--- config.mk ---
export PLATFORM = sky130hd
export DESIGN_NAME = gripper_pick_sequencer_top
export DESIGN_NICKNAME = d
export VERILOG_FILES = /design/src/rtl/core/gps_pkg.sv /design/src/rtl/core/gripper_pick_sequencer_top.sv
export VERILOG_INCLUDE_DIRS = /design/src /design/src/rtl/core
export SDC_FILE = /design/constraint.sdc
export NUM_CORES = 1
export LEC_CHECK = 0
export ABC_AREA = 1
export BUFFER_PORTS_ARGS = -buffer_cell sky130_fd_sc_hd__clkbuf_2
export CORE_MARGIN = 2
export CORE_UTILIZATION = 55
export CTS_CLUSTER_SIZE = 12
export DETAILED_ROUTE_END_ITERATION = 10
export PLACE_DENSITY = 0.69
export SYNTH_ARGS = -nofsm -noshare
export SYNTH_HDL_FRONTEND = slang
export SYNTH_SLANG_ARGS = --single-unit
--- constraint.sdc ---
create_clock -name clock -period 7.1 [get_ports clock]
set_input_delay 1.065 -clock clock [delete_from_list [all_inputs] [get_ports clock]]
set_output_delay 1.065 -clock clock [all_outputs]
set_load 0.03 [all_outputs]
--- src/rtl/core/gripper_pick_sequencer_top_assert.svh ---
// assertion macros for the gripper pick sequencer
`ifndef GRIPPER_PICK_SEQUENCER_TOP_ASSERT_SVH
`define GRIPPER_PICK_SEQUENCER_TOP_ASSERT_SVH

// condition holds at every edge out of reset
`define GPS_ASSERT_ALWAYS(label, cond, msg) \
   label: assert property (@(posedge clock) disable iff (reset) (cond)) else $error(msg);

// antecedent implies consequent in the same cycle
`define GPS_ASSERT_IMPLY(label, ante, cons, msg) \
   label: assert property (@(posedge clock) disable iff (reset) (ante) |-> (cons)) \
      else $error(msg);

`endif

--- src/rtl/core/gps_pkg.sv ---
// types, constants and step functions of the gripper pick sequencer
package gps_pkg;

   localparam int unsigned CFG_W   = 10;
   localparam int unsigned CNT_W   = 11;
   localparam int unsigned POS_W   = 12;

   localparam logic [CNT_W-1:0] CNT_MAX = {CNT_W{1'b1}};

   // request commands
   localparam logic [2:0] CMD_TICK   = 3'd0;
   localparam logic [2:0] CMD_THREE  = 3'd1;
   localparam logic [2:0] CMD_FIVE   = 3'd2;
   localparam logic [2:0] CMD_SINGLE = 3'd3;
   localparam logic [2:0] CMD_ABORT  = 3'd4;

   // sequence modes
   localparam logic [1:0] MODE_IDLE   = 2'd0;
   localparam logic [1:0] MODE_THREE  = 2'd1;
   localparam logic [1:0] MODE_FIVE   = 2'd2;
   localparam logic [1:0] MODE_SINGLE = 2'd3;

   // lift requests
   localparam logic [1:0] LIFT_NONE  = 2'd0;
   localparam logic [1:0] LIFT_LOWER = 2'd1;
   localparam logic [1:0] LIFT_RAISE = 2'd2;

   // box steps
   localparam logic [2:0] BOX_FIRST  = 3'd1;
   localparam logic [2:0] BOX_SECOND = 3'd2;
   localparam logic [2:0] BOX_THIRD  = 3'd3;
   localparam logic [2:0] BOX_FOURTH = 3'd4;
   localparam logic [2:0] BOX_FIFTH  = 3'd5;
   localparam logic [2:0] BOX_SIXTH  = 3'd6;

   // grip cycle phases
   localparam logic [2:0] PHASE_CLEAR   = 3'd0;
   localparam logic [2:0] PHASE_FLIP    = 3'd1;
   localparam logic [2:0] PHASE_PINCH   = 3'd2;
   localparam logic [2:0] PHASE_LIFT    = 3'd3;
   localparam logic [2:0] PHASE_RELEASE = 3'd4;
   localparam logic [2:0] PHASE_BOUNCE  = 3'd5;

   // valve patterns, bit 0 flip, bit 1 pinch, bit 2 bounce
   localparam logic [2:0] VALVES_NONE       = 3'b000;
   localparam logic [2:0] VALVES_FLIP       = 3'b001;
   localparam logic [2:0] VALVES_FLIP_PINCH = 3'b011;
   localparam logic [2:0] VALVES_PINCH      = 3'b010;
   localparam logic [2:0] VALVES_BOUNCE     = 3'b100;

   // register indexes
   localparam logic [2:0] REG_FLIP_TIMEOUT   = 3'd0;
   localparam logic [2:0] REG_PINCH_TIMEOUT  = 3'd1;
   localparam logic [2:0] REG_LIFT_HOLD      = 3'd2;
   localparam logic [2:0] REG_RELEASE_HOLD   = 3'd3;
   localparam logic [2:0] REG_BOUNCE_TIMEOUT = 3'd4;
   localparam logic [2:0] REG_SETTLE_FOURTH  = 3'd5;
   localparam logic [2:0] REG_SETTLE_FIFTH   = 3'd6;

   // carriage stops, negative 1/16 units
   localparam logic signed [POS_W-1:0] STOP_PARK   = -12'sd568;
   localparam logic signed [POS_W-1:0] STOP_FAR    = -12'sd1096;
   localparam logic signed [POS_W-1:0] STOP_NEAR   = -12'sd80;
   localparam logic signed [POS_W-1:0] STOP_FOURTH = -12'sd328;
   localparam logic signed [POS_W-1:0] STOP_FIFTH  = -12'sd808;

   // open position windows around the magnitude of each stop
   localparam logic signed [POS_W-1:0] WIN_PARK_LO   = 12'sd480;
   localparam logic signed [POS_W-1:0] WIN_PARK_HI   = 12'sd640;
   localparam logic signed [POS_W-1:0] WIN_FAR_LO    = 12'sd960;
   localparam logic signed [POS_W-1:0] WIN_FAR_HI    = 12'sd1120;
   localparam logic signed [POS_W-1:0] WIN_NEAR_LO   = 12'sd0;
   localparam logic signed [POS_W-1:0] WIN_NEAR_HI   = 12'sd160;
   localparam logic signed [POS_W-1:0] WIN_FOURTH_LO = 12'sd240;
   localparam logic signed [POS_W-1:0] WIN_FOURTH_HI = 12'sd400;
   localparam logic signed [POS_W-1:0] WIN_FIFTH_LO  = 12'sd720;
   localparam logic signed [POS_W-1:0] WIN_FIFTH_HI  = 12'sd880;

   typedef struct packed {
      logic [CFG_W-1:0] flip_timeout;
      logic [CFG_W-1:0] pinch_timeout;
      logic [CFG_W-1:0] lift_hold_ticks;
      logic [CFG_W-1:0] release_hold_ticks;
      logic [CFG_W-1:0] bounce_timeout;
      logic [CFG_W-1:0] settle_ticks_fourth;
      logic [CFG_W-1:0] settle_ticks_fifth;
   } cfg_type;

   localparam cfg_type CFG_RESET = '{
      flip_timeout:        10'd500,
      pinch_timeout:       10'd100,
      lift_hold_ticks:     10'd150,
      release_hold_ticks:  10'd100,
      bounce_timeout:      10'd100,
      settle_ticks_fourth: 10'd100,
      settle_ticks_fifth:  10'd50
   };

   typedef struct packed {
      logic [1:0]              seq_mode;
      logic [2:0]              box_step;
      logic [2:0]              visit_mark;
      logic                    grab_pending;
      logic [2:0]              phase;
      logic [CNT_W-1:0]        phase_ticks;
      logic [CNT_W-1:0]        settle_count_a;
      logic [CNT_W-1:0]        settle_count_b;
      logic signed [POS_W-1:0] target;
      logic [2:0]              valves;
   } state_type;

   localparam state_type STATE_RESET = '{
      seq_mode:       MODE_IDLE,
      box_step:       BOX_FIRST,
      visit_mark:     3'd1,
      grab_pending:   1'b0,
      phase:          PHASE_CLEAR,
      phase_ticks:    '0,
      settle_count_a: '0,
      settle_count_b: '0,
      target:         STOP_PARK,
      valves:         VALVES_NONE
   };

   typedef struct packed {
      logic                    flip_valve;
      logic                    pinch_valve;
      logic                    bounce_valve;
      logic signed [POS_W-1:0] target_position;
      logic [1:0]              lift_request;
      logic [1:0]              active_mode;
      logic [2:0]              grip_phase;
   } result_type;

   function automatic logic [CNT_W-1:0] sat_inc(input logic [CNT_W-1:0] c);
      return (c == CNT_MAX) ? CNT_MAX : c + 1'b1;
   endfunction

   function automatic logic in_win(input logic signed [POS_W-1:0] p,
                                   input logic signed [POS_W-1:0] lo,
                                   input logic signed [POS_W-1:0] hi);
      return (p > lo) && (p < hi);
   endfunction

   function automatic logic over(input logic [CNT_W-1:0] ticks,
                                 input logic [CFG_W-1:0] limit);
      return ticks > {1'b0, limit};
   endfunction

   // one tick of the six phase grip cycle
   function automatic state_type grip_cycle(input state_type s, input cfg_type c,
                                            input logic f, input logic p,
                                            input logic b);
      state_type r;
      r = s;
      if (!r.grab_pending) begin
         r.phase = PHASE_CLEAR;
      end else begin
         unique case (r.phase)
            PHASE_CLEAR: begin
               r.phase_ticks = sat_inc(r.phase_ticks);
               r.valves = VALVES_NONE;
               if (!f && !p && !b) begin
                  r.phase = PHASE_FLIP;
                  r.phase_ticks = '0;
               end
            end
            PHASE_FLIP: begin
               r.phase_ticks = sat_inc(r.phase_ticks);
               r.valves = VALVES_FLIP;
               if ((f && !p && !b) || over(r.phase_ticks, c.flip_timeout)) begin
                  r.phase = PHASE_PINCH;
                  r.phase_ticks = '0;
               end
            end
            PHASE_PINCH: begin
               r.phase_ticks = sat_inc(r.phase_ticks);
               r.valves = VALVES_FLIP_PINCH;
               if ((f && p && !b) || over(r.phase_ticks, c.pinch_timeout)) begin
                  r.phase = PHASE_LIFT;
                  r.phase_ticks = '0;
               end
            end
            PHASE_LIFT: begin
               r.phase_ticks = sat_inc(r.phase_ticks);
               r.valves = VALVES_PINCH;
               if (over(r.phase_ticks, c.lift_hold_ticks)) begin
                  r.phase = PHASE_RELEASE;
                  r.phase_ticks = '0;
               end
            end
            PHASE_RELEASE: begin
               r.phase_ticks = sat_inc(r.phase_ticks);
               r.valves = VALVES_PINCH;
               if (over(r.phase_ticks, c.release_hold_ticks)) begin
                  r.phase = PHASE_BOUNCE;
                  r.phase_ticks = '0;
               end
            end
            PHASE_BOUNCE: begin
               r.phase_ticks = sat_inc(r.phase_ticks);
               r.valves = VALVES_BOUNCE;
               if ((!f && !p && b) || over(r.phase_ticks, c.bounce_timeout)) begin
                  r.phase_ticks = '0;
                  r.phase = PHASE_CLEAR;
                  r.grab_pending = 1'b0;
               end
            end
            default: begin
            end
         endcase
      end
      return r;
   endfunction

   // carriage handling at one stop of the sequence
   function automatic state_type stop_step(input state_type s,
                                           input logic signed [POS_W-1:0] pos,
                                           input logic signed [POS_W-1:0] hold,
                                           input logic signed [POS_W-1:0] next,
                                           input logic signed [POS_W-1:0] hlo,
                                           input logic signed [POS_W-1:0] hhi,
                                           input logic signed [POS_W-1:0] nlo,
                                           input logic signed [POS_W-1:0] nhi,
                                           input logic [2:0] mark);
      state_type r;
      r = s;
      if (!(r.phase < PHASE_RELEASE && r.target == hold)) begin
         r.target = next;
      end
      if (in_win(pos, hlo, hhi) && r.visit_mark == mark) begin
         r.visit_mark = mark + 3'd1;
         r.grab_pending = 1'b1;
      end
      if (in_win(pos, nlo, nhi) && !r.grab_pending) begin
         r.box_step = r.box_step + 3'd1;
      end
      return r;
   endfunction

endpackage

--- src/rtl/core/gripper_pick_sequencer_top.sv ---
// gripper pick sequencer: carriage stop sequence and pneumatic grip cycle per tick
//
//   channel | direction | handshake             | payload
//   req     | in        | req_valid / req_stall | cmd, position, four sensors
//   rsp     | out       | rsp_valid / rsp_stall | valves, target, lift, mode, phase
//   csr     | in        | csr_valid / csr_ready | csr_index, csr_wdata
//
// one request per cycle while req_stall is low; its result is registered
// the tick logic is a single pass from the state registers to the result register
// a two-entry output buffer (result register plus skid) makes req_stall a flop
// reset is synchronous and loads the park state and the default timeouts
// csr_ready is always high; writes take effect on the next request
module gripper_pick_sequencer_top (
   input  logic                            clock,
   input  logic                            reset,
   input  logic                            req_valid,
   output logic                            req_stall,
   input  logic [2:0]                      req_cmd,
   input  logic signed [gps_pkg::POS_W-1:0] req_position,
   input  logic                            req_flip_sensor,
   input  logic                            req_pinch_sensor,
   input  logic                            req_bounce_sensor,
   input  logic                            req_extend_sensor,
   output logic                            rsp_valid,
   input  logic                            rsp_stall,
   output logic                            rsp_flip_valve,
   output logic                            rsp_pinch_valve,
   output logic                            rsp_bounce_valve,
   output logic signed [gps_pkg::POS_W-1:0] rsp_target_position,
   output logic [1:0]                      rsp_lift_request,
   output logic [1:0]                      rsp_active_mode,
   output logic [2:0]                      rsp_grip_phase,
   input  logic                            csr_valid,
   output logic                            csr_ready,
   input  logic [2:0]                      csr_index,
   input  logic [gps_pkg::CFG_W-1:0]       csr_wdata
);

   gps_pkg::cfg_type    cfg_ff;
   gps_pkg::state_type  state_ff;
   gps_pkg::state_type  state_in;
   gps_pkg::result_type result_in;
   gps_pkg::result_type out_ff;
   gps_pkg::result_type skid_ff;
   logic [1:0]          lift_in;
   logic                rsp_valid_ff;
   logic                skid_valid_ff;
   logic                req_take;
   logic                rsp_take;
   logic                out_load;
   logic                skid_load;

   assign csr_ready = 1'b1;
   assign req_stall = skid_valid_ff;
   assign req_take  = req_valid && !req_stall;
   assign rsp_take  = rsp_valid_ff && !rsp_stall;
   assign out_load  = !skid_valid_ff && req_take && (!rsp_valid_ff || rsp_take);
   assign skid_load = !skid_valid_ff && req_take && rsp_valid_ff && !rsp_take;

   // configuration registers
   always_ff @(posedge clock) begin
      if (reset) begin
         cfg_ff <= gps_pkg::CFG_RESET;
      end else if (csr_valid && csr_ready) begin
         unique case (csr_index)
            gps_pkg::REG_FLIP_TIMEOUT:   cfg_ff.flip_timeout        <= csr_wdata;
            gps_pkg::REG_PINCH_TIMEOUT:  cfg_ff.pinch_timeout       <= csr_wdata;
            gps_pkg::REG_LIFT_HOLD:      cfg_ff.lift_hold_ticks     <= csr_wdata;
            gps_pkg::REG_RELEASE_HOLD:   cfg_ff.release_hold_ticks  <= csr_wdata;
            gps_pkg::REG_BOUNCE_TIMEOUT: cfg_ff.bounce_timeout      <= csr_wdata;
            gps_pkg::REG_SETTLE_FOURTH:  cfg_ff.settle_ticks_fourth <= csr_wdata;
            gps_pkg::REG_SETTLE_FIFTH:   cfg_ff.settle_ticks_fifth  <= csr_wdata;
            default: begin
            end
         endcase
      end
   end

   // one control tick
   always_comb begin
      state_in = state_ff;
      lift_in  = gps_pkg::LIFT_NONE;

      if (req_cmd == gps_pkg::CMD_THREE || req_cmd == gps_pkg::CMD_FIVE ||
          req_cmd == gps_pkg::CMD_SINGLE) begin
         state_in.seq_mode = req_cmd[1:0];
      end else if (req_cmd == gps_pkg::CMD_ABORT) begin
         state_in.seq_mode = gps_pkg::MODE_IDLE;
         lift_in = gps_pkg::LIFT_LOWER;
      end

      priority if (state_in.seq_mode == gps_pkg::MODE_IDLE) begin
         state_in.valves       = gps_pkg::VALVES_NONE;
         state_in.box_step     = gps_pkg::BOX_FIRST;
         state_in.target       = gps_pkg::STOP_PARK;
         state_in.grab_pending = 1'b0;
         state_in.phase        = gps_pkg::PHASE_CLEAR;
         state_in.visit_mark   = 3'd1;
      end else if (state_in.seq_mode == gps_pkg::MODE_SINGLE) begin
         state_in.grab_pending = 1'b1;
         state_in = gps_pkg::grip_cycle(state_in, cfg_ff, req_flip_sensor,
                                        req_pinch_sensor, req_bounce_sensor);
         if (!state_in.grab_pending) begin
            state_in.seq_mode = gps_pkg::MODE_IDLE;
         end
      end else if (state_in.box_step == gps_pkg::BOX_FIRST) begin
         state_in = gps_pkg::stop_step(state_in, req_position, gps_pkg::STOP_PARK,
                                       gps_pkg::STOP_FAR, gps_pkg::WIN_PARK_LO,
                                       gps_pkg::WIN_PARK_HI, gps_pkg::WIN_FAR_LO,
                                       gps_pkg::WIN_FAR_HI, 3'd1);
         state_in = gps_pkg::grip_cycle(state_in, cfg_ff, req_flip_sensor,
                                        req_pinch_sensor, req_bounce_sensor);
      end else if (state_in.box_step == gps_pkg::BOX_SECOND) begin
         state_in = gps_pkg::stop_step(state_in, req_position, gps_pkg::STOP_FAR,
                                       gps_pkg::STOP_NEAR, gps_pkg::WIN_FAR_LO,
                                       gps_pkg::WIN_FAR_HI, gps_pkg::WIN_NEAR_LO,
                                       gps_pkg::WIN_NEAR_HI, 3'd2);
         state_in = gps_pkg::grip_cycle(state_in, cfg_ff, req_flip_sensor,
                                        req_pinch_sensor, req_bounce_sensor);
      end else if (state_in.box_step == gps_pkg::BOX_THIRD) begin
         if (state_in.seq_mode == gps_pkg::MODE_THREE) begin
            state_in = gps_pkg::stop_step(state_in, req_position, gps_pkg::STOP_NEAR,
                                          gps_pkg::STOP_PARK, gps_pkg::WIN_NEAR_LO,
                                          gps_pkg::WIN_NEAR_HI, gps_pkg::WIN_PARK_LO,
                                          gps_pkg::WIN_PARK_HI, 3'd3);
         end else begin
            state_in = gps_pkg::stop_step(state_in, req_position, gps_pkg::STOP_NEAR,
                                          gps_pkg::STOP_FOURTH, gps_pkg::WIN_NEAR_LO,
                                          gps_pkg::WIN_NEAR_HI, gps_pkg::WIN_FOURTH_LO,
                                          gps_pkg::WIN_FOURTH_HI, 3'd3);
         end
         state_in = gps_pkg::grip_cycle(state_in, cfg_ff, req_flip_sensor,
                                        req_pinch_sensor, req_bounce_sensor);
      end else if (state_in.seq_mode == gps_pkg::MODE_THREE) begin
         if (state_in.box_step == gps_pkg::BOX_FOURTH) begin
            state_in.target = gps_pkg::STOP_PARK;
            lift_in = gps_pkg::LIFT_LOWER;
            if (gps_pkg::in_win(req_position, gps_pkg::WIN_PARK_LO,
                                gps_pkg::WIN_PARK_HI)) begin
               state_in.seq_mode = gps_pkg::MODE_IDLE;
               state_in.box_step = gps_pkg::BOX_FIRST;
            end
         end
      end else if (state_in.box_step == gps_pkg::BOX_FOURTH) begin
         lift_in = gps_pkg::LIFT_RAISE;
         state_in = gps_pkg::stop_step(state_in, req_position, gps_pkg::STOP_FOURTH,
                                       gps_pkg::STOP_FIFTH, gps_pkg::WIN_FOURTH_LO,
                                       gps_pkg::WIN_FOURTH_HI, gps_pkg::WIN_FIFTH_LO,
                                       gps_pkg::WIN_FIFTH_HI, 3'd4);
         if (!req_extend_sensor) begin
            state_in.settle_count_a = gps_pkg::sat_inc(state_in.settle_count_a);
            if (gps_pkg::over(state_in.settle_count_a, cfg_ff.settle_ticks_fourth)) begin
               state_in = gps_pkg::grip_cycle(state_in, cfg_ff, req_flip_sensor,
                                              req_pinch_sensor, req_bounce_sensor);
            end
         end else begin
            state_in.settle_count_a = '0;
         end
      end else if (state_in.box_step == gps_pkg::BOX_FIFTH) begin
         lift_in = gps_pkg::LIFT_RAISE;
         state_in = gps_pkg::stop_step(state_in, req_position, gps_pkg::STOP_FIFTH,
                                       gps_pkg::STOP_PARK, gps_pkg::WIN_FIFTH_LO,
                                       gps_pkg::WIN_FIFTH_HI, gps_pkg::WIN_PARK_LO,
                                       gps_pkg::WIN_PARK_HI, 3'd5);
         if (!req_extend_sensor) begin
            state_in.settle_count_b = gps_pkg::sat_inc(state_in.settle_count_b);
            if (gps_pkg::over(state_in.settle_count_b, cfg_ff.settle_ticks_fifth)) begin
               state_in = gps_pkg::grip_cycle(state_in, cfg_ff, req_flip_sensor,
                                              req_pinch_sensor, req_bounce_sensor);
            end
         end else begin
            state_in.settle_count_b = '0;
         end
      end else if (state_in.box_step == gps_pkg::BOX_SIXTH) begin
         lift_in = gps_pkg::LIFT_LOWER;
         state_in.target = gps_pkg::STOP_PARK;
         if (gps_pkg::in_win(req_position, gps_pkg::WIN_PARK_LO,
                             gps_pkg::WIN_PARK_HI)) begin
            state_in.seq_mode = gps_pkg::MODE_IDLE;
            state_in.box_step = gps_pkg::BOX_FIRST;
         end
      end else begin
      end

      result_in.flip_valve      = state_in.valves[0];
      result_in.pinch_valve     = state_in.valves[1];
      result_in.bounce_valve    = state_in.valves[2];
      result_in.target_position = state_in.target;
      result_in.lift_request    = lift_in;
      result_in.active_mode     = state_in.seq_mode;
      result_in.grip_phase      = state_in.phase;
   end

   always_ff @(posedge clock) begin
      if (reset) begin
         state_ff <= gps_pkg::STATE_RESET;
      end else if (req_take) begin
         state_ff <= state_in;
      end
   end

   // result register and skid
   always_ff @(posedge clock) begin
      if (reset) begin
         rsp_valid_ff  <= 1'b0;
         skid_valid_ff <= 1'b0;
      end else if (skid_valid_ff) begin
         if (rsp_take) begin
            skid_valid_ff <= 1'b0;
         end
      end else if (req_take) begin
         if (!rsp_valid_ff || rsp_take) begin
            rsp_valid_ff <= 1'b1;
         end else begin
            skid_valid_ff <= 1'b1;
         end
      end else if (rsp_take) begin
         rsp_valid_ff <= 1'b0;
      end
   end

   always_ff @(posedge clock) begin
      if (skid_valid_ff && rsp_take) begin
         out_ff <= skid_ff;
      end else if (out_load) begin
         out_ff <= result_in;
      end
      if (skid_load) begin
         skid_ff <= result_in;
      end
   end

   assign rsp_valid           = rsp_valid_ff;
   assign rsp_flip_valve      = out_ff.flip_valve;
   assign rsp_pinch_valve     = out_ff.pinch_valve;
   assign rsp_bounce_valve    = out_ff.bounce_valve;
   assign rsp_target_position = out_ff.target_position;
   assign rsp_lift_request    = out_ff.lift_request;
   assign rsp_active_mode     = out_ff.active_mode;
   assign rsp_grip_phase      = out_ff.grip_phase;

`include "gripper_pick_sequencer_top_assert.svh"

   `GPS_ASSERT_IMPLY(a_skid_behind_out, skid_valid_ff, rsp_valid_ff, "skid holds a request with empty output")
   `GPS_ASSERT_IMPLY(a_out_drop_on_take, $fell(rsp_valid_ff) && !$past(reset), !$past(rsp_stall), "result dropped while stalled")
   `GPS_ASSERT_ALWAYS(a_phase_range, state_ff.phase <= gps_pkg::PHASE_BOUNCE, "grip phase out of range")
   `GPS_ASSERT_ALWAYS(a_target_range, state_ff.target <= 12'sd0 && state_ff.target >= gps_pkg::STOP_FAR, "carriage target outside stops")

endmodule
* After elaboration in Yosys (flattened, before gate mapping)
Index checks and enable logic that the tools add are counted. W data, S select, Z words.
Storage, ports and cells: word-level logic and storage cells 409, bits in registers 176, ROM bits 0, memories kept 0, memory bits (writable) 0, latch bits 0
Operators by class: equality and inequality tests 69, multiply operators 0, add/subtract/negate cells 5, divide/modulo/power cells 0, shift-type cells 0, order comparisons 23, bitwise gates (word level) 5, reduce and logical (&&, ||, !) cells 86, multiplexer cells 188
Operator list (count):
- $mux W60 | 18
- $pmux W14 S6 | 4
- $mux W15 | 16
- $mux W34 | 5
- $mux W12 | 14
- $mux W4 | 39
- $mux W14 | 10
- $gt A11 B10 Y1 | 12
- $mux W11 | 11
- $mux W52 | 2
- $mux W40 | 2
- $mux W3 | 22
- $mux W58 | 1
- $add A11 B1 Y11 const B | 4
- $eq A11 B11 Y1 const B | 4
- $mux W22 | 2
- $eq A3 B3 Y1 const B | 13
- $eq A3 B2 Y1 const B | 12
- $logic_and A1 B1 Y1 | 35
- $pmux W3 S5 | 2
- $mux W2 | 14
- $reduce_bool A7 Y1 | 4
- $mux W26 | 1
- $mux W5 | 5
- 48 further kinds | 124

* Depth between registers and ports, before layout
Gate-level depths: netlist (run 1).
word-level depth 38, gate-level depth with buffers 27

* Worst setup path before layout (run 1)
OpenSTA, ideal clock, no wires.
path type input port to flip-flop, from in req_cmd[1], to reg out_ff (netlist bit rsp_active_mode[0]), data pin, cell stages on the path 13, library setup time 268 ps, data required time 6832 ps, data arrival time 3085 ps, path buffers 2, setup slack 3747 ps, path through o21ai_0 nand3_1 o21ai_0 inv_1 ha_1 clkbuf_1 inv_1 clkbuf_1 nor2_1 o41ai_1 nand2_1 nand2_1 o21ai_0
Between the ends: cells in the longest elaborated chain, start to end 23, elaborated cells on any way between the ends 44, those cells by class 6 x eq/ne; 35 x mux; 3 x reduce/logical
Ends and longest elaborated chain:
- start, declared | line gripper_pick_sequencer_top.sv:18 | input logic [2:0] req_cmd,
- $eq A3 B1 Y1 or $eq A3 B2 Y1 (tied branches) | line gripper_pick_sequencer_top.sv:84 | if (req_cmd == gps_pkg::CMD_THREE || req_cmd == gps_pkg::CMD_FIVE ||
- $logic_or A1 B1 Y1 (2 in series) | line gripper_pick_sequencer_top.sv:84
- $mux W2 * | line gripper_pick_sequencer_top.sv:84
- $mux W60 | line gripper_pick_sequencer_top.sv:113 | end else if (state_in.box_step == gps_pkg::BOX_SECOND) begin
- $mux W60 | line gripper_pick_sequencer_top.sv:106 | end else if (state_in.box_step == gps_pkg::BOX_FIRST) begin
- $mux W60 | line gripper_pick_sequencer_top.sv:99 | end else if (state_in.seq_mode == gps_pkg::MODE_SINGLE) begin
- $mux W60 | line gripper_pick_sequencer_top.sv:92 | priority if (state_in.seq_mode == gps_pkg::MODE_IDLE) begin
- $mux W34 | line gripper_pick_sequencer_top.sv:165 | if (!req_extend_sensor) begin
- [... 6 more ...]
- $mux W5 | line gripper_pick_sequencer_top.sv:134 | end else if (state_in.seq_mode == gps_pkg::MODE_THREE) begin
- $mux W60 | line gripper_pick_sequencer_top.sv:120 | end else if (state_in.box_step == gps_pkg::BOX_THIRD) begin
- $mux W60 | line gripper_pick_sequencer_top.sv:113
- $mux W60 | line gripper_pick_sequencer_top.sv:106
- $mux W60 | line gripper_pick_sequencer_top.sv:99
- $mux W2 * | line gripper_pick_sequencer_top.sv:92
- $mux W22 * | line gripper_pick_sequencer_top.sv:225 | end else if (out_load) begin
- $mux W22 * | line gripper_pick_sequencer_top.sv:223 | if (skid_valid_ff && rsp_take) begin
- end signal, assigned | line gripper_pick_sequencer_top.sv:224 | out_ff <= skid_ff;
- end signal, assigned | line gripper_pick_sequencer_top.sv:226 | out_ff <= result_in;
- end, declared | line gripper_pick_sequencer_top.sv:43 | gps_pkg::result_type out_ff;
Mark *: on every way between the ends. The rest lies on a longest branch, timed or not. The select of a mux whose other input is x is not followed. A chain may end at the register's enable or synchronous reset.

* Worst setup path after layout (run 1)
from in req_cmd[1], to reg state_ff[25] (netlist name)
Between the ends: cells in the longest elaborated chain, start to end 7, elaborated cells on any way between the ends 18, those cells by class 10 x eq/ne; 2 x mux; 2 x bitwise; 4 x reduce/logical
Ends and longest elaborated chain:
- $eq A3 B1 Y1 or $eq A3 B2 Y1 (tied branches) | line gripper_pick_sequencer_top.sv:84
- $logic_or A1 B1 Y1 (2 in series) | line gripper_pick_sequencer_top.sv:84
- $mux W2 * | line gripper_pick_sequencer_top.sv:84
- $eq A2 B2 Y1 (tied with other cells) | line gripper_pick_sequencer_top.sv:99
- $ne A5 B5 Y1 (no line) (tied with other cells)
- $reduce_and A11 Y1 (no line) *
- end signal, assigned | line gripper_pick_sequencer_top.sv:196 | state_ff <= gps_pkg::STATE_RESET;
- end signal, assigned | line gripper_pick_sequencer_top.sv:198 | state_ff <= state_in;
- end, declared | line gripper_pick_sequencer_top.sv:40 | gps_pkg::state_type state_ff;
Mark *: on every way between the ends. The rest lies on a longest branch, timed or not.

==> impl_metrics.py, run 1 <==
metrics = {
    "outcome": {
        "status": "finished clean",
    },
    "floorplan": {
        "die_area_um2": 22100,
        "core_um2": 20360,
        "die_w_um": 148.7,
        "start_util_pct": 56.52,
        "die_height_um": 148.7,
        "pin_count": 62,
        "row_count": 52,
    },
    "timing": {
        "fin_crit_ns": 4.419,
        "max_freq_ghz": 0.2263,
        "skew_ns": 0.01461,
        "min_period_over_period_pct": 62.24,
        "setup_ws_ns": 2.681,
        "hold_viol": 0,
        "finalSetupTns_ns": 0,
        "final-setup-viol-count": 0,
        "max_slew_margin_pct": 18.81,
        "report.final.slew_viol_count": 0,
        "rsz0062_at_grt": "no",
        "worst_pin_slew_ns": 1.205,
    },
    "detailed_routing": {
        "first_pass_iters": 7,
        "drt_wl_total_um": 32940,
        "num_vias": 11287,
        "drc_errors": 0,
        "ant_nets": 0,
        "first_iter_violations": 966,
        "wl_per_cell_um": 16.26,
        "avgViaCountPerCell": 5.571,
    },
    "placed_design": {
        "place_congestion": 0.9646,
        "dp_hpwl_um": 24330,
        "place_area_um2": 11980,
        "dp_slack_ns": 2.351,
        "placedCellCount": 1994,
        "io_buffers": 60,
    },
    "critical_path": {
        "cp.arrival_ns": 4.79,
        "worst-r2r-cell-count": 18,
        "worst-endpoint-required_ns": 7.47,
        "rrSetupSlack_ns": 2.94,
        "endpoint": "state_ff[25]",
        "worstSetupStartpointType": "input port",
        "crit_type": "in2reg",
        "worstReg2RegEnd": "rsp_grip_phase[0]",
        "critPathMaxFanout": 12,
        "crit_path_start": "req_cmd[1]",
        "end_kind": "register",
        "crit-reg2reg-launch": "state_ff[37]",
    },
    "logic_synthesis": {
        "synth_xor_area_share_pct": 0.3043,
        "ys_types": 53,
        "synth_top_cell_by_area": "dfxtp_1",
        "synthMuxAreaShare_pct": 0,
        "synth.cell_area_um2": 11510,
        "synth_top_family_by_area": "simple AND/OR/NAND/NOR gates",
        "async_reset_ff_share_pct": 0,
        "yosys_warnings": 0,
        "synth_flop_cell": "dfxtp_1",
        "ys_seq_area_share_pct": 34.43,
        "synth_top_area_share_pct": 22.96,
        "ys_seq_elements": 176,
        "synth_area_leaders": "dfxtp_1, nand2_1, edfxtp_1",
        "synth_cells": 1710,
        "synth-adder-area-share_pct": 8.804,
        "synthSimpleGateAreaFrac_pct": 27.07,
        "synth_edf_count": 44,
        "syn_nets": 1828,
        "synth_compound_area_share_pct": 19.11,
        "synth_area_per_cell_um2": 6.732,
    },
    "clock_network": {
        "clockBufferDepth": 2,
        "cts-root-buf": "clkbuf_16",
        "cts_inserted_buffers": 17,
        "htreeDepth": 4,
        "cts_sinks": 176,
        "clk_latency_ns": 0.44,
        "postCtsSetupBuffers": 0,
        "cts_tree": "built",
        "ctsResizeCount": 0,
        "path_clk_slew_ns": 0.07,
        "ctsHoldBuffers": 0,
    },
    "hold_path": {
        "hold_class": "reg2reg",
        "hold_path_depth": 2,
    },
    "finish": {
        "syn2layout_area_growth_pct": 9.196,
        "n_fill_cell": 1969,
        "postLayoutCellArea_um2": 12570,
        "drive_gt1_share_pct": 7.859,
        "diodes": 0,
        "seq_area_um2": 3964,
        "nNetsFinal": 1861,
        "fin_cells": 2026,
        "multi_input_area_um2": 6372,
    },
    "global_route": {
        "grt_pass1_vias": 10436,
        "track_usage_pct": 30.30,
        "overflow": 0,
        "grt_max_degree": 81,
        "grt_pass1_wl_um": 53180,
        "antenna_found_initial": 0,
    },
    "pwr": {
        "powerDensity_nw_per_um2": 246.9,
        "ir_drop_mv": 0.1429,
        "cellLeakagePower_nw": 5.825,
    },
    "job": {
        "drv_cap": 0,
    },
}
-- final cells by class --
cell class                 count  area share, %
clock inverter                13          1.105
clock buffer                  19          3.603
inverter                     254          7.625
multi-input combinational   1228          50.70
sequential                   176          31.53
tap                          270          2.688
timing repair buffer          66          2.747
-- state kept, by name, summed over array words and instances (netlist names) --
| signal | flops |
|---|---|
| rsp_lift_request | 2 |
| cfg_ff | 70 |
| rsp_pinch_valve | 1 |
| rsp_active_mode | 2 |
| rsp_grip_phase | 3 |
| rsp_bounce_valve | 1 |
| rsp_valid | 1 |
| skid_ff | 22 |
| state_ff | 60 |
| req_stall | 1 |
| rsp_target_position | 12 |
| rsp_flip_valve | 1 |
-- synth_stat cells, types with 2 or more instances --
master	count
o41ai_1	2
a2111oi_0	2
clkinv_1	4
a21oi_2	2
ha_1	81
nor2_2	4
o31ai_1	4
inv_2	9
a21boi_0	2
nand3_1	89
a21oi_1	170
o22ai_1	2
a211oi_1	5
inv_1	239
o21ai_1	6
nand2_2	4
nand2_1	418
buf_4	2
o211ai_1	28
inv_4	2
a22oi_1	2
buf_1	3
a31oi_1	5
buf_2	9
or2_2	5
nand3b_1	6
xor2_1	3
nor3_1	25
nor3_2	5
edfxtp_1	44
o21ai_0	165
nor4_1	4
clkbuf_1	37
a21o_1	5
nor2_1	148
nor2_8	2
dfxtp_1	132
nand4_1	20
-- where the power goes --
group          total [mW]  switching, mW  internal, mW  leakage, nW
registers            1.18         0.0546          1.12         1.49
clock network       0.956          0.467         0.489        0.286
logic               0.972          0.696         0.276         4.05
-- critical path: stages --
cell and delay, ns:
clkbuf_2 0.09, nor3_1 0.26, inv_1 0.13, nand3_1 0.08, o21ai_0 0.17, ha_1 0.39, inv_1 0.37, nor2_1 0.22
inv_1 0.27, o21ai_0 0.12, a211oi_1 0.42, nand2_2 0.30, nor3_2 0.61, nand2_1 0.12, a21oi_1 0.15
-- logic make-up after synthesis --
logic type / after synthesis
compound gates: 406
xor+xnor: 4
fa+ha+maj: 81
buf+inv: 306
flops: 176
other cells: 1
simple gates: 736
-- worst min-delay path by stage --
stage	to	start	slack (ns)
2_1_floorplan	cfg_ff[11]	cfg_ff[11]	0.44
6_report	cfg_ff[31]	cfg_ff[31]	0.46
5_1_grt	cfg_ff[38]	cfg_ff[38]	0.49
4_1_cts	cfg_ff[63]	cfg_ff[63]	0.47
3_3_place_gp	cfg_ff[57]	cfg_ff[57]	0.45
3_5_place_dp	cfg_ff[8]	cfg_ff[8]	0.45
-- routing by layer --
metal / vias to the layer above / wire length (um) / track usage, %
met5: - / 0 / 0
met4: 0 / 929 / 10.71
met3: 83 / 2103 / 4.264
met2: 429 / 15240 / 51.37
met1: 5042 / 14660 / 39.66
li1: 5733 / - / -
-- metrics by stage --
step / total power, mW / util [%] / hold WS (ns)
final: 3.103 / 61.72 / 0.4643
after global placement: 2.144 / 58.82 / 0.4495
after CTS: 3.100 / 61.72 / 0.4676
after global routing: 3.266 / 61.72 / 0.4867
after detailed placement: 2.148 / 58.82 / 0.4548
after floorplan: 1.866 / - / 0.4353
-- layout by cell type, fill, tap and decap left out, drive strengths merged, types with 6 or more instances in the layout --
| cell | instances |
|---|---|
| nand2 | 423 |
| inv | 259 |
| a21oi | 172 |
| o21ai | 172 |
| nor2 | 154 |
| dfxtp | 132 |
| nand3 | 90 |
| ha | 81 |
| clkbuf | 79 |
| edfxtp | 44 |
| nor3 | 30 |
| o211ai | 28 |
| nand4 | 21 |
| nand3b | 6 |
| buf | 6 |
| or2 | 6 |
| clkinv | 6 |
Note: power is estimated with default switching activity, not from simulation.
==> inputs of run 2 (changes only) <==
--- a/config.mk
+++ b/config.mk
@@ -12,7 +12,7 @@
 export CORE_UTILIZATION = 55
 export CTS_CLUSTER_SIZE = 12
 export DETAILED_ROUTE_END_ITERATION = 10
-export PLACE_DENSITY = 0.69
+export PLACE_DENSITY = 0.72
 export SYNTH_ARGS = -nofsm -noshare
 export SYNTH_HDL_FRONTEND = slang
 export SYNTH_SLANG_ARGS = --single-unit
==> constraint.sdc (replaced) <==
create_clock -name clock -period 3.6 [get_ports clock]
set_input_delay 0.54 -clock clock [delete_from_list [all_inputs] [get_ports clock]]
set_output_delay 0.54 -clock clock [all_outputs]
set_load 0.03 [all_outputs]
==> run 2 against run 1 <==
Register-to-register slack got worse by 2.8 ns. Via count grew 3.3%. Worst setup slack got worse by 2.5 ns. Critical endpoint is now rsp_grip_phase[0].
==> impl_metrics.py, run 2 (same netlist as run 1, synthesis figures left out) <==
metrics = {
    "global_route": {
        "overflow": 0,
        "grt_max_degree": 55,
        "grt_pass1_wl_um": 53940,
        "grt_pass1_vias": 10723,
        "antenna_found_initial": 0,
        "track_usage_pct": 30.59,
    },
    "floorplan": {
        "pin_count": 62,
        "row_count": 52,
        "die_area_um2": 22100,
        "core_um2": 20360,
        "die_height_um": 148.7,
        "start_util_pct": 56.52,
        "die_w_um": 148.7,
    },
    "timing": {
        "fin_crit_ns": 3.450,
        "worst_pin_slew_ns": 0.8202,
        "max_freq_ghz": 0.2898,
        "hold_viol": 0,
        "skew_ns": 0.01438,
        "min_period_over_period_pct": 95.85,
        "report.final.slew_viol_count": 0,
        "final-setup-viol-count": 0,
        "max_slew_margin_pct": 44.90,
        "finalSetupTns_ns": 0,
        "setup_ws_ns": 0.1495,
    },
    "finish": {
        "reg_top3": "cfg_ff x70, state_ff x60, skid_ff x22",
        "largest_reg_flops": 70,
        "final_common_cell": "nand2_1",
        "multi_input_area_um2": 6691,
        "largest_register": "cfg_ff",
        "nNetsFinal": 1902,
        "seq_area_um2": 3976,
        "diodes": 0,
        "syn2layout_area_growth_pct": 14.72,
        "n_fill_cell": 1911,
        "drive_gt1_share_pct": 13.36,
        "final_cell_mix": "nand2_1, inv_1, a21oi_1",
        "final_core_util_pct": 64.84,
    },
    "detailed_routing": {
        "first_iter_violations": 1077,
        "drt_wl_total_um": 33850,
        "wl_per_cell_um": 16.37,
        "ant_nets": 0,
        "avgViaCountPerCell": 5.643,
        "drc_errors": 0,
        "num_vias": 11665,
        "first_pass_iters": 6,
    },
    "clock_network": {
        "cts-root-buf": "clkbuf_16",
        "clk_latency_ns": 0.45,
        "cts_inserted_buffers": 17,
        "path_clk_slew_ns": 0.08,
        "clockBufferDepth": 2,
        "ctsHoldBuffers": 0,
        "cts_sinks": 176,
        "htreeDepth": 4,
        "cts_tree": "built",
    },
    "critical_path": {
        "worst-r2r-cell-count": 25,
        "crit_type": "reg2reg",
        "end_kind": "register",
        "worst-endpoint-required_ns": 3.78,
        "worstSetupStartpointType": "register",
        "cp.arrival_ns": 3.63,
        "critPathMaxFanout": 6,
    },
    "hold_path": {
        "hold_class": "in2reg",
        "hold_path_depth": 3,
    },
    "pwr": {
        "power_mw": 6.246,
        "powerDensity_nw_per_um2": 473.0,
        "ir_drop_mv": 0.3295,
        "cellLeakagePower_nw": 6.081,
    },
    "placed_design": {
        "io_buffers": 60,
        "dp_hpwl_um": 24670,
        "place_congestion": 0.9688,
        "dp_slack_ns": -0.04265,
    },
    "outcome": {
        "status": "finished clean",
    },
    "job": {
        "drv_cap": 0,
    },
}
## run 2: changes by cell type in the layout (fill, tap and decap cells not counted), moves of 6 or more
cell and delta:
dfxtp_1 -6, ha_1 -9, nor2_4 +6, nand2_1 -8
o21ai_1 +6, nand3_2 +6, buf_4 +41, nor2_1 -18
o21ai_0 -7, nor2_2 +12, nand3_1 -9, nand2_2 +7
ha_4 +8
## run 2: layout make-up
type / count / share of cell area, %
clock inverters: 14 / 1.090
inverters: 254 / 7.296
flip-flops and latches: 176 / 30.11
repair buffers: 107 / 4.946
clock buffers: 18 / 3.326
well taps: 270 / 2.558
multi-input cells: 1228 / 50.67
## run 2: path summary, 6_finish.rpt
path | from | endpoint | slack (ns)
max | state_ff[39] | rsp_grip_phase[0] | 0.15
min | csr_wdata[5] | cfg_ff[55] | 0.45
max reg2reg | state_ff[39] | rsp_grip_phase[0] | 0.15
min reg2reg | cfg_ff[24] | cfg_ff[24] | 0.46
## run 2: power by group
part	switching [mW]	total [mW]	internal [mW]
Sequential	0.110	2.32	2.21
Combinational	1.44	2.07	0.636
Clock	0.911	1.85	0.941
Total	2.46	6.25	3.79
## run 2: metrics by stage
stage          area [um^2]  std cells  hold WS [ns]
2_1_floorplan        11510       1710        0.4353
3_3_place_gp         12230       2028        0.4477
3_5_place_dp         12230       2028        0.4554
4_1_cts              12830       2060        0.4525
5_1_grt              13210       2067        0.4642
6_report             13210       2067        0.4510
## run 2: routing by layer
| layer | global-route usage (%) | up-vias | wire (um) |
|---|---|---|---|
| met2 | 51.62 | 434 | 16260 |
| met5 | 0 | - | 0 |
| li1 | - | 5800 | - |
| met4 | 12.52 | 0 | 1026 |
| met3 | 4.632 | 70 | 2323 |
| met1 | 39.31 | 5361 | 14240 |
## run 2: worst max-delay path: stages, from the launching register on
cell     delay (ns)
dfxtp_2        0.39
nand3_1        0.13
nor2_2         0.18
nand3_2        0.14
nor2_4         0.17
inv_1          0.10
o31ai_4        0.24
nand3_4        0.22
ha_4           0.33
nand2_1        0.04
inv_1          0.08
nand3_1        0.09
nand2_1        0.07
inv_1          0.04
nor2_1         0.07
nand2_1        0.10
nand2_1        0.08
nand2_1        0.06
nor2_2         0.14
nand2_1        0.08
nand3_1        0.09
a21oi_2        0.07
nand2_1        0.08
nand2_1        0.06
nand2_2        0.09
o21ai_1        0.06
## run 2: what timing repair did
item                       in CTS  in global routing
buffers inserted                0                  7
pin swaps                       0                 14
setup endpoints to repair       8                 36
resized for setup               4                 79
==> inputs of run 3 (changes only) <==
--- a/config.mk
+++ b/config.mk
@@ -9,10 +9,10 @@
 export ABC_AREA = 1
 export BUFFER_PORTS_ARGS = -buffer_cell sky130_fd_sc_hd__clkbuf_2
 export CORE_MARGIN = 2
-export CORE_UTILIZATION = 55
+export CORE_UTILIZATION = 40
 export CTS_CLUSTER_SIZE = 12
 export DETAILED_ROUTE_END_ITERATION = 10
-export PLACE_DENSITY = 0.72
+export PLACE_DENSITY = 0.54
 export SYNTH_ARGS = -nofsm -noshare
 export SYNTH_HDL_FRONTEND = slang
 export SYNTH_SLANG_ARGS = --single-unit
==> run 3 against run 2 <==
Sequential cell count did not move. Combinational power rose by 6%. Clock skew fell by 0.0027 ns. Highest routed layer unchanged. Critical path depth did not move. Largest power group unchanged. Cell count rose by 7.0%. Power rose by 3.9%. Largest cell class unchanged.
==> impl_metrics.py, run 3 (same netlist as run 1, synthesis figures left out) <==
metrics = {
    "outcome": {
        "status": "finished clean",
    },
    "global_route": {
        "antenna_found_initial": 0,
        "grt_max_degree": 50,
        "grt_pass1_wl_um": 56930,
        "overflow": 0,
        "grt_pass1_vias": 10512,
        "track_usage_pct": 23.94,
    },
    "critical_path": {
        "cp_common_cell": "nand2_1",
        "max_stage_delay_ns": 0.35,
        "worst-path-buf-inv": 5,
        "critPathMaxFanout": 5,
        "end_kind": "register",
        "cp.arrival_ns": 3.77,
        "worstSetupStartpointType": "register",
        "crit_path_top_delay_cell": "dfxtp_2",
        "worst-endpoint-required_ns": 3.94,
        "crit_family": "simple AND/OR/NAND/NOR gates",
        "crit_type": "reg2reg",
    },
    "detailed_routing": {
        "drc_errors": 0,
        "ant_nets": 0,
        "drt_wl_total_um": 36620,
        "first_iter_violations": 891,
        "num_vias": 11525,
        "wl_per_cell_um": 16.56,
        "first_pass_iters": 5,
        "avgViaCountPerCell": 5.213,
    },
    "job": {
        "drv_cap": 0,
    },
    "floorplan": {
        "row_count": 62,
        "start_util_pct": 40.32,
        "die_area_um2": 30150,
        "die_w_um": 173.6,
        "core_um2": 28550,
        "pin_count": 62,
        "die_height_um": 173.6,
    },
    "finish": {
        "final_core_util_pct": 47.90,
        "syn2layout_area_growth_pct": 18.78,
        "seq_area_um2": 3975,
        "multi_input_area_um2": 6738,
        "nNetsFinal": 1932,
        "diodes": 0,
        "largest_reg_flops": 70,
        "n_fill_cell": 3019,
        "final_cell_mix": "nand2_1, inv_1, a21oi_1",
        "drive_gt1_share_pct": 15.27,
        "largest_register": "cfg_ff",
        "reg_top3": "cfg_ff x70, state_ff x60, skid_ff x22",
        "final_common_cell": "nand2_1",
    },
    "clock_network": {
        "clk_latency_ns": 0.46,
        "path_clk_slew_ns": 0.07,
        "cts_tree": "built",
        "clockBufferDepth": 2,
        "cts-root-buf": "clkbuf_16",
        "htreeDepth": 4,
        "ctsHoldBuffers": 0,
        "cts_sinks": 176,
        "cts_inserted_buffers": 17,
    },
    "timing": {
        "whs_ns": 0.4627,
        "hold_viol": 0,
        "report.final.slew_viol_count": 0,
        "setup_ws_ns": 0.1713,
        "min_period_over_period_pct": 95.24,
        "fin_crit_ns": 3.429,
        "final-setup-viol-count": 0,
        "skew_ns": 0.01171,
        "max_slew_margin_pct": 41.15,
        "worst_pin_slew_ns": 0.8815,
        "max_freq_ghz": 0.2917,
    },
    "placed_design": {
        "place_congestion": 0.9579,
        "io_buffers": 60,
        "dp_hpwl_um": 26760,
        "dp_slack_ns": -0.04151,
    },
    "pwr": {
        "ir_drop_mv": 0.3119,
        "power_mw": 6.487,
        "powerDensity_nw_per_um2": 474.4,
        "cellLeakagePower_nw": 6.257,
    },
    "hold_path": {
        "hold_class": "reg2reg",
    },
}
[run 3: worst paths after layout]
check,end,slack [ns],cells after the start,start
worst max-delay path,state_ff[41],0.17,25,state_ff[16]
worst min-delay path,cfg_ff[63],0.46,2,cfg_ff[63]
worst max register to register,state_ff[41],0.17,25,state_ff[16]
worst min register to register,cfg_ff[63],0.46,2,cfg_ff[63]
[run 3: area by class of cell]
type	instances	area share [%]
repair buffers	136	6.570
clock inverters	14	1.327
repair inverters	1	0.05490
clock buffers	18	3.139
inverters	254	7.046
multi-input cells	1228	49.28
flip-flops and latches	176	29.07
well taps	384	3.514
[run 3: where the power goes]
group	switching [mW]	internal (mW)	leakage (nW)
Clock	0.875	1.11	0.291
Combinational	1.48	0.706	4.48
Sequential	0.109	2.21	1.49
Total	2.46	4.02	6.26
[run 3: through the flow]
step	cell area (um^2)	std cells	TNS (ns)
floorplan	11510	1710	0
global placement	12590	2169	0
detailed placement	12590	2169	-0.04151
CTS	13210	2201	0
global route	13670	2211	-0.2211
finish	13670	2211	0
[run 3: metal layers]
layer	GRT usage [%]	routed length (um)	part of all wire, %	up-vias
li1	-	-	-	5847
met1	31.36	16620	45	5274
met2	39.97	17140	47	338
met3	3.991	1814	5.0	66
met4	8.368	1050	2.9	0
met5	0	0	0	-
[run 3: what timing repair did]
item | CTS | global route
resized for setup | 2 | 107
setup endpoints to repair | 7 | 36
setup buffers | 0 | 7
pin swaps | 0 | 19
cloned | 0 | 3
[run 3: worst reg2reg max path: cells and delay by family (launching register included)]
family | cells | cell delay [ns]
and+or+nand+nor | 13 | 1.29
adders and majority gates | 2 | 0.38
DFF | 1 | 0.35
buffers and inverters | 5 | 0.75
AOI/OAI and AO/OA | 5 | 0.52
